===== config.mk =====
export PLATFORM = sky130hd
export DESIGN_NAME = crash_latch_supervisor
export DESIGN_NICKNAME = d
export VERILOG_FILES = /design/src/design/csl_pkg.sv /design/src/design/csl_front.sv /design/src/design/csl_queue.sv /design/src/design/csl_back.sv /design/src/design/crash_latch_supervisor.sv
export SDC_FILE = /design/constraint.sdc
export NUM_CORES = 1
export LEC_CHECK = 0
export BUFFER_PORTS_ARGS = -buffer_cell sky130_fd_sc_hd__buf_4
export CORE_MARGIN = 4
export CORE_UTILIZATION = 58
export DETAILED_ROUTE_END_ITERATION = 6
export GPL_ROUTABILITY_DRIVEN = 0
export HOLD_SLACK_MARGIN = 0.05
export PLACE_DENSITY = 0.88
export SLEW_MARGIN = 20
export SYNTH_ARGS = -nofsm -noshare
export SYNTH_HDL_FRONTEND = slang
export SYNTH_SLANG_ARGS = --single-unit

===== constraint.sdc =====
create_clock -name clk -period 4.7 [get_ports clk]
set_clock_uncertainty 0.05 [all_clocks]
set_input_delay 0.47 -clock clk [delete_from_list [all_inputs] [get_ports clk]]
set_output_delay 0.47 -clock clk [all_outputs]
set_load 0.01 [all_outputs]

===== src/design/csl_pkg.sv =====
`default_nettype none
// ----------------------------------------------------------------------------
// csl_pkg
// Shared types and codes for the crash latch supervisor.
// ----------------------------------------------------------------------------
package csl_pkg;

  localparam int ACCEL_W  = 16;
  localparam int ANGLE_W  = 14;
  localparam int MISSED_W = 4;
  localparam int CFG_IDX_W = 2;
  localparam int CFG_DATA_W = 16;

  localparam logic [1:0] ACT_BOOT    = 2'd0;
  localparam logic [1:0] ACT_SAMPLE  = 2'd1;
  localparam logic [1:0] ACT_TIMEOUT = 2'd2;

  localparam logic [1:0] CODE_INIT    = 2'd0;
  localparam logic [1:0] CODE_OK      = 2'd1;
  localparam logic [1:0] CODE_CRASHED = 2'd2;
  localparam logic [1:0] CODE_ERROR   = 2'd3;

  localparam logic [CFG_IDX_W-1:0] REG_EXIT_ACCEL = 2'd0;
  localparam logic [CFG_IDX_W-1:0] REG_EXIT_ANGLE = 2'd1;
  localparam logic [CFG_IDX_W-1:0] REG_MISSED     = 2'd2;

  localparam logic [ACCEL_W-1:0]  EXIT_ACCEL_RESET = 16'd3138;
  localparam logic [ANGLE_W-1:0]  EXIT_ANGLE_RESET = 14'd1600;
  localparam logic [MISSED_W-1:0] MISSED_RESET     = 4'd3;

  typedef enum logic [3:0] {
    MODE_INIT    = 4'b0001,
    MODE_OK      = 4'b0010,
    MODE_CRASHED = 4'b0100,
    MODE_ERROR   = 4'b1000
  } mode_t;

  typedef struct packed {
    logic [1:0]         action;
    logic [ACCEL_W-1:0] accel;
    logic               settled;
    logic               crash_event;
    logic               imu_fault;
    logic               driver_reset;
    logic               stored_latch;
  } item_t;

  typedef struct packed {
    logic [MISSED_W-1:0] missed_limit;
  } back_cfg_t;

endpackage : csl_pkg
`default_nettype wire


===== src/design/csl_front.sv =====
`default_nettype none
// ----------------------------------------------------------------------------
// csl_front
// Holds the limit registers and classifies each incoming request: passes
// the event on and checks whether the vehicle is calm, upright and healthy.
// ----------------------------------------------------------------------------
module csl_front
  import csl_pkg::*;
(
  input  wire logic                  clk,
  input  wire logic                  rst_n,
  input  wire logic                  cfg_valid,
  output logic                       cfg_ready,
  input  wire logic [CFG_IDX_W-1:0]  cfg_index,
  input  wire logic [CFG_DATA_W-1:0] cfg_data,
  input  wire logic [1:0]            action,
  input  wire logic [ACCEL_W-1:0]    accel_peak,
  input  wire logic [ANGLE_W-1:0]    tilt_angle,
  input  wire logic                  crash_event,
  input  wire logic                  imu_fault,
  input  wire logic                  driver_reset,
  input  wire logic                  stored_latch,
  output item_t                      item,
  output back_cfg_t                  back_cfg
);

  logic [ACCEL_W-1:0]  exit_accel_r;
  logic [ANGLE_W-1:0]  exit_angle_r;
  logic [MISSED_W-1:0] missed_limit_r;

  assign cfg_ready = 1'b1;

  always_ff @(posedge clk) begin
    if (!rst_n) begin
      exit_accel_r   <= EXIT_ACCEL_RESET;
      exit_angle_r   <= EXIT_ANGLE_RESET;
      missed_limit_r <= MISSED_RESET;
    end else if (cfg_valid) begin
      case (cfg_index)
        REG_EXIT_ACCEL: exit_accel_r   <= cfg_data[ACCEL_W-1:0];
        REG_EXIT_ANGLE: exit_angle_r   <= cfg_data[ANGLE_W-1:0];
        REG_MISSED:     missed_limit_r <= cfg_data[MISSED_W-1:0];
        default: ;
      endcase
    end
  end

  always_comb begin
    item.action       = action;
    item.accel        = accel_peak;
    item.settled      = (accel_peak < exit_accel_r) && (tilt_angle < exit_angle_r)
                        && !imu_fault;
    item.crash_event  = crash_event;
    item.imu_fault    = imu_fault;
    item.driver_reset = driver_reset;
    item.stored_latch = stored_latch;
  end

  assign back_cfg.missed_limit = missed_limit_r;

endmodule : csl_front
`default_nettype wire


===== src/design/csl_queue.sv =====
`default_nettype none
// ----------------------------------------------------------------------------
// csl_queue
// Two-entry queue of classified requests between the front and back parts.
// ----------------------------------------------------------------------------
module csl_queue
  import csl_pkg::*;
(
  input  wire logic  clk,
  input  wire logic  rst_n,
  input  wire logic  push_valid,
  output logic       push_ready,
  input  wire item_t push_item,
  output logic       pop_valid,
  input  wire logic  pop_ready,
  output item_t      pop_item
);

  item_t      slot_r [2];
  logic       wr_ptr_r;
  logic       rd_ptr_r;
  logic [1:0] count_r;
  logic       push;
  logic       pop;

  assign push_ready = (count_r != 2'd2);
  assign pop_valid  = (count_r != 2'd0);
  assign push       = push_valid && push_ready;
  assign pop        = pop_valid && pop_ready;
  assign pop_item   = slot_r[rd_ptr_r];

  always_ff @(posedge clk) begin
    if (push) begin
      slot_r[wr_ptr_r] <= push_item;
    end
  end

  always_ff @(posedge clk) begin
    if (!rst_n) begin
      wr_ptr_r <= 1'b0;
      rd_ptr_r <= 1'b0;
      count_r  <= 2'd0;
    end else begin
      if (push) begin
        wr_ptr_r <= !wr_ptr_r;
      end
      if (pop) begin
        rd_ptr_r <= !rd_ptr_r;
      end
      case ({push, pop})
        2'b10:   count_r <= count_r + 2'd1;
        2'b01:   count_r <= count_r - 2'd1;
        default: count_r <= count_r;
      endcase
    end
  end

endmodule : csl_queue
`default_nettype wire


===== src/design/csl_back.sv =====
`default_nettype none
// ----------------------------------------------------------------------------
// csl_back
// Applies each classified request to the supervisor state and holds the
// result in an output register until the receiver takes it.
// ----------------------------------------------------------------------------
module csl_back
  import csl_pkg::*;
(
  input  wire logic                clk,
  input  wire logic                rst_n,
  input  wire logic                item_valid,
  output logic                     item_ready,
  input  wire item_t               item,
  input  wire back_cfg_t           back_cfg,
  output logic                     out_valid,
  input  wire logic                out_ready,
  output logic [1:0]               out_mode_code,
  output logic                     out_safety_enable,
  output logic [ACCEL_W-1:0]       out_tripped_accel,
  output logic [ACCEL_W-1:0]       out_peak_accel,
  output logic                     out_latch_flag,
  output logic                     out_persist_request
);

  mode_t               mode_r, mode_nxt;
  logic [MISSED_W-1:0] missed_r, missed_nxt;
  logic [ACCEL_W-1:0]  max_r, max_nxt;
  logic [ACCEL_W-1:0]  trip_r, trip_nxt;
  logic                latch_r, latch_nxt;
  logic                persist;
  logic [1:0]          code;
  logic                out_valid_r;
  logic                take;

  assign item_ready = !out_valid_r || out_ready;
  assign take       = item_valid && item_ready;
  assign out_valid  = out_valid_r;

  always_comb begin
    mode_nxt   = mode_r;
    missed_nxt = missed_r;
    max_nxt    = max_r;
    trip_nxt   = trip_r;
    latch_nxt  = latch_r;
    persist    = 1'b0;
    case (item.action)
      ACT_BOOT: begin
        missed_nxt = '0;
        max_nxt    = '0;
        trip_nxt   = '0;
        latch_nxt  = item.stored_latch;
        if (item.stored_latch) begin
          mode_nxt = MODE_CRASHED;
        end else if (item.settled) begin
          mode_nxt = MODE_OK;
        end else begin
          mode_nxt = MODE_ERROR;
        end
      end
      ACT_SAMPLE: begin
        missed_nxt = '0;
        if (mode_r == MODE_OK) begin
          if (item.crash_event) begin
            latch_nxt = 1'b1;
            persist   = 1'b1;
            trip_nxt  = item.accel;
            max_nxt   = item.accel;
            mode_nxt  = MODE_CRASHED;
          end else if (item.imu_fault) begin
            mode_nxt = MODE_ERROR;
          end
        end else begin
          if (item.accel > max_r) begin
            max_nxt = item.accel;
          end
          if (item.driver_reset && item.settled) begin
            mode_nxt  = MODE_OK;
            latch_nxt = 1'b0;
            persist   = 1'b1;
            trip_nxt  = '0;
            max_nxt   = '0;
          end
        end
      end
      ACT_TIMEOUT: begin
        if (missed_r < back_cfg.missed_limit) begin
          missed_nxt = missed_r + 4'd1;
        end else begin
          mode_nxt = MODE_ERROR;
        end
      end
      default: ;
    endcase
  end

  always_comb begin
    case (mode_nxt)
      MODE_INIT:    code = CODE_INIT;
      MODE_OK:      code = CODE_OK;
      MODE_CRASHED: code = CODE_CRASHED;
      MODE_ERROR:   code = CODE_ERROR;
      default:      code = CODE_INIT;
    endcase
  end

  always_ff @(posedge clk) begin
    if (!rst_n) begin
      mode_r      <= MODE_INIT;
      missed_r    <= '0;
      max_r       <= '0;
      trip_r      <= '0;
      latch_r     <= 1'b0;
      out_valid_r <= 1'b0;
    end else begin
      if (take) begin
        mode_r   <= mode_nxt;
        missed_r <= missed_nxt;
        max_r    <= max_nxt;
        trip_r   <= trip_nxt;
        latch_r  <= latch_nxt;
      end
      if (take) begin
        out_valid_r <= 1'b1;
      end else if (out_ready) begin
        out_valid_r <= 1'b0;
      end
    end
  end

  always_ff @(posedge clk) begin
    if (take) begin
      out_mode_code       <= code;
      out_safety_enable   <= (mode_nxt == MODE_OK);
      out_tripped_accel   <= trip_nxt;
      out_peak_accel      <= max_nxt;
      out_latch_flag      <= latch_nxt;
      out_persist_request <= persist;
    end
  end

endmodule : csl_back
`default_nettype wire


===== src/design/crash_latch_supervisor.sv =====
`default_nettype none
// ----------------------------------------------------------------------------
// crash_latch_supervisor
// Crash latch supervisor with init, ok, crashed and error modes.
// ----------------------------------------------------------------------------
// The input channel carries one event per request: a boot check, a new IMU
// sample or a missed-sample timeout, with the sample fields alongside. Each
// request gives exactly one result on the output channel: the mode after the
// update, the safety enable, the captured and peak accelerations, the latch
// and a nonvolatile write request flag.
// The configuration channel writes the calm, upright and missed-sample
// limits; it is always ready. The user must write it only while the block
// is idle; the block itself does not enforce this. An accepted request is
// written into the queue, taken from there by the back part, and its result
// is registered in the output register. One request is accepted every cycle
// while the receiver takes results; an output stall holds the flow back.
// A two-entry queue parts the front and back parts, and the output register
// holds a result while the receiver stalls; input ready drops only once the
// queue is full. Reset puts the block in init mode with the counters,
// accelerations and latch cleared and the limits at their default values.
// ----------------------------------------------------------------------------
module crash_latch_supervisor
  import csl_pkg::*;
(
  input  wire logic                  clk,
  input  wire logic                  rst_n,
  input  wire logic                  cfg_valid,
  output logic                       cfg_ready,
  input  wire logic [CFG_IDX_W-1:0]  cfg_index,
  input  wire logic [CFG_DATA_W-1:0] cfg_data,
  input  wire logic                  in_valid,
  output logic                       in_ready,
  input  wire logic [1:0]            in_action,
  input  wire logic [ACCEL_W-1:0]    in_accel_peak,
  input  wire logic [ANGLE_W-1:0]    in_tilt_angle,
  input  wire logic                  in_crash_event,
  input  wire logic                  in_imu_fault,
  input  wire logic                  in_driver_reset,
  input  wire logic                  in_stored_latch,
  output logic                       out_valid,
  input  wire logic                  out_ready,
  output logic [1:0]                 out_mode_code,
  output logic                       out_safety_enable,
  output logic [ACCEL_W-1:0]         out_tripped_accel,
  output logic [ACCEL_W-1:0]         out_peak_accel,
  output logic                       out_latch_flag,
  output logic                       out_persist_request
);

  item_t     front_item;
  item_t     back_item;
  back_cfg_t back_cfg;
  logic      back_valid;
  logic      back_ready;

  csl_front u_front (
    .clk          (clk),
    .rst_n        (rst_n),
    .cfg_valid    (cfg_valid),
    .cfg_ready    (cfg_ready),
    .cfg_index    (cfg_index),
    .cfg_data     (cfg_data),
    .action       (in_action),
    .accel_peak   (in_accel_peak),
    .tilt_angle   (in_tilt_angle),
    .crash_event  (in_crash_event),
    .imu_fault    (in_imu_fault),
    .driver_reset (in_driver_reset),
    .stored_latch (in_stored_latch),
    .item         (front_item),
    .back_cfg     (back_cfg)
  );

  csl_queue u_queue (
    .clk        (clk),
    .rst_n      (rst_n),
    .push_valid (in_valid),
    .push_ready (in_ready),
    .push_item  (front_item),
    .pop_valid  (back_valid),
    .pop_ready  (back_ready),
    .pop_item   (back_item)
  );

  csl_back u_back (
    .clk                 (clk),
    .rst_n               (rst_n),
    .item_valid          (back_valid),
    .item_ready          (back_ready),
    .item                (back_item),
    .back_cfg            (back_cfg),
    .out_valid           (out_valid),
    .out_ready           (out_ready),
    .out_mode_code       (out_mode_code),
    .out_safety_enable   (out_safety_enable),
    .out_tripped_accel   (out_tripped_accel),
    .out_peak_accel      (out_peak_accel),
    .out_latch_flag      (out_latch_flag),
    .out_persist_request (out_persist_request)
  );

endmodule : crash_latch_supervisor
`default_nettype wire

==> parameters.txt <==
Parameter                              Value

Yosys
  Total of warnings raised by yosys    0
  Post-synthesis instance area    0.00768 mm2
  Number of storage elements in the synthesis netlist    164
  Post-Synthesis Cells    698
  Post-synth net total    806
  Flip-flop cell with the highest count after synthesis    sky130_fd_sc_hd__edfxtp_1
  Count of unique library cells instantiated by Yosys    70
  Async set-or-reset flop fraction in the synthesized netlist    0%
  Post-synth EDFFs    83
  Post-synthesis average cell area    11.0 um2
  Sequential element share of the synthesized area    53.5%

Drt
  1st-iter DRT viols    621
  First-pass detailed-route iteration total    6
  Wire length per cell    17.3 um
  DR vias/cell    5.80
  Wire length reported by the detailed router    16.8 mm
  Vias after detailed routing    5634
  Drt drc    0
  ANT nets after route    0

Pwr
  Switching power    1.45 mW
  Comb power frac    27.9%
  PwrDens    507 mW/mm2
  Clk pwr share    29.6%
  Net switching fraction of the power    31.5%
  VDD IR max    0.000241 V
  Register share of total power    42.5%
  Internal Power    3.16 mW
  Leak pwr    3.54 nW
  Total design power    4.61 mW

Setup path
  Critical path endpoint category    register
  Max stage delay cell, worst path    sky130_fd_sc_hd__dfxtp_1
  Type of the worst setup path    register to register
  Cells traversed along the worst timing path    mux2i_1 -> inv_1 -> ha_1 -> nand4_1 -> a2111oi_2 -> a211oi_2 -> or2_4 -> o31a_4 -> o2bb2ai_1
  Register-to-Register Path Depth    9
  Data required time at the worst endpoint    4800 ps
  Longest individual stage delay on the worst path    910 ps
  Biggest fanout along the worst timing path    17
  Critical Path AT    3880 ps
  Sort of element at the start of the critical path    register

Die
  Die outline width    123 um
  Vertical die dimension    123 um
  Site Rows    41
  Starting utilization of the core area    60.2%
  Die area    0.0152 mm2
  Core region area    0.0128 mm2
  Number of primary I/O pins    99

Cells and area
  Core occupancy in the finished layout    71.1%
  Antenna cells    0
  Layout overhead on the synthesized area    18.2%
  Ratio of cells with drive above 1 in the final layout    19.9%
  Most used cells in the layout excluding fill and tap cells    sky130_fd_sc_hd__nand2_1, sky130_fd_sc_hd__buf_4, sky130_fd_sc_hd__edfxtp_1
  Most common cell after layout, fill and taps aside    sky130_fd_sc_hd__nand2_1
  Final Instance Count excl. Fillers    971
  Fin nets    894

Global route
  Via count of the first global-routing pass    5528
  Overall Global Routing Usage    23.3%
  Residual overflow from global routing    0
  Initial antenna violation count    0
  Global-route wire length before repair    27.1 mm
  Pin count of the biggest net entering global routing    56

STA
  Worst-Margin Slew    1050 ps
  Post-route clock period utilization    80.4%
  Total Negative Setup Slacks    0 ps
  Hold Violations, Final    0
  Count of pins over their slew limit    0
  Time the final worst path needs with I/O delays and setup    3780 ps
  Worst-case setup margin in the final layout    923 ps
  Relative slew margins    29.8%
  Count of final setup violators    0
  Unrepaired setup endpoints after global routing    no
  Fmax achieved    265 MHz

Hold path
  Hold WC Path Type    input pin to register
  WHS Path Cells    1

Clocking
  H-tree level count    4
  Clock sink total    164
  Clk slew on worst S/H paths    60 ps
  TritonCTS clock tree    yes
  Clk root buf    sky130_fd_sc_hd__clkbuf_16
  Buffer count from post-CTS setup fixing    0
  PostCTS Resize Cnt    0
  Source-to-sink clock delay at the later pin of the worst-skew pair    430 ps
  Hold buffer count at CTS    0
  Number of buffers created by CTS    17
  Clk buf depth    2

Place
  Detail Placement HPWL    11.8 mm
  Worst slack, placed    945 ps
  Count of placed standard cells including taps    939
  IO Port Bufs    97

Status
  Result of the run    finished clean

Run
  Max Cap Violations    0
==> synth_stat cells (4+ instances only) <==
cell type,n,area (um2)
sky130_fd_sc_hd__inv_1,65,244
sky130_fd_sc_hd__mux2i_1,22,220
sky130_fd_sc_hd__o21ai_1,13,65.1
sky130_fd_sc_hd__a21boi_0,26,195
sky130_fd_sc_hd__ha_1,49,613
sky130_fd_sc_hd__nand3_1,5,25.0
sky130_fd_sc_hd__nor3_1,5,25.0
sky130_fd_sc_hd__o21a_1,5,37.5
sky130_fd_sc_hd__clkbuf_1,17,63.8
sky130_fd_sc_hd__nor2b_1,10,62.6
sky130_fd_sc_hd__dfxtp_1,81,1620
sky130_fd_sc_hd__nand2_1,103,387
sky130_fd_sc_hd__a21o_1,12,90.1
sky130_fd_sc_hd__nand2b_1,6,37.5
sky130_fd_sc_hd__o21ai_0,37,185
sky130_fd_sc_hd__edfxtp_1,83,2490
sky130_fd_sc_hd__o211ai_1,10,75.1
sky130_fd_sc_hd__o2bb2ai_2,10,150
sky130_fd_sc_hd__nor2_1,11,41.3
sky130_fd_sc_hd__buf_6,5,56.3
sky130_fd_sc_hd__o2bb2ai_1,20,175
sky130_fd_sc_hd__and2_1,5,31.3
sky130_fd_sc_hd__xnor2_1,4,35.0
sky130_fd_sc_hd__buf_2,5,25.0
sky130_fd_sc_hd__a21oi_1,20,100
sky130_fd_sc_hd__nand4_1,9,56.3
==> power groups by stage <==
stage               clock (mW)  combinational (mW)  sequential [mW]
floorplan                    0               0.765             2.03
global placement             0                1.21             1.97
detailed placement           0                1.26             1.99
CTS                       1.38                1.28             1.96
global route              1.45                1.40             1.98
finish                    1.36                1.28             1.96
==> path summary, 6_finish.rpt <==
path / startpoint / end / slack (ps)
min: in_stored_latch / u_queue.slot_r[1][0] / 180
max: register / u_back.out_peak_accel[10] / 920
min reg2reg: u_back.trip_r[13] / u_back.trip_r[13] / 410
max reg2reg: register / u_back.out_peak_accel[10] / 920
==> state kept, by name (all words and copies together), names as in the netlist, named ones only <==
| register | cells |
|---|---|
| u_front.exit_angle_r | 14 |
| u_back.out_mode_code | 2 |
| u_queue.rd_ptr_r | 1 |
| u_back.missed_r | 4 |
| u_queue.slot_r | 46 |
| u_queue.count_r | 2 |
| u_back.max_r | 16 |
| u_back.out_peak_accel | 16 |
| u_back.out_valid | 1 |
| u_back.mode_r | 4 |
| u_back.out_latch_flag | 1 |
| u_front.back_cfg | 4 |
| u_queue.wr_ptr_r | 1 |
| u_back.out_persist_request | 1 |
| u_front.exit_accel_r | 16 |
| u_back.latch_r | 1 |
| u_back.trip_r | 16 |
| u_back.out_tripped_accel | 16 |
| u_back.out_safety_enable | 1 |
==> cell type report <==
cell class | count | area [um2]
multi-input cells | 438 | 3170
well taps | 172 | 215
clock buffers | 19 | 443
repair buffers | 99 | 743
inverters | 66 | 253
clock inverters | 13 | 148
fillers | 839 | 3690
flip-flops and latches | 164 | 4110
==> cell families after synthesis <==
family | Yosys count | synth area share (%)
compound gates | 179 | 17.2
xor+xnor | 5 | 0.570
fa+ha+maj | 49 | 7.98
buf+inv | 96 | 5.42
flops | 164 | 53.5
mux | 26 | 3.79
other cells | 1 | 0.0488
simple gates | 178 | 11.4
==> layer usage <==
layer / wire length (um) / share of wire [%] / vias to the layer above / GRT usage (%)
met3: 1280 / 7.6 / 55 / 7.91
met4: 585 / 3.5 / 0 / 9.41
met2: 8070 / 48 / 250 / 38.6
met5: 0 / 0 / - / 0
li1: - / - / 2687 / -
met1: 6860 / 41 / 2642 / 27.9
==> through the flow <==
| stage | hold WS [ps] | instance area [um2] |
|---|---|---|
| floorplan | 375 | 7680 |
| global placement | 383 | 8490 |
| detailed placement | 401 | 8490 |
| CTS | 164 | 9080 |
| global route | 157 | 9080 |
| finish | 177 | 9080 |
==> worst max-delay path: cells and delay by family (launching register included) <==
family                   cells  cell delay, ps
AND/OR/NAND/NOR              2             440
buffers and inverters        1             100
AO/OA/AOI/OAI                4            1090
adder cells (fa/ha/maj)      1             310
flip-flops                   1             910
multiplexers                 1             580
Power figures use the tool's default switching activity.
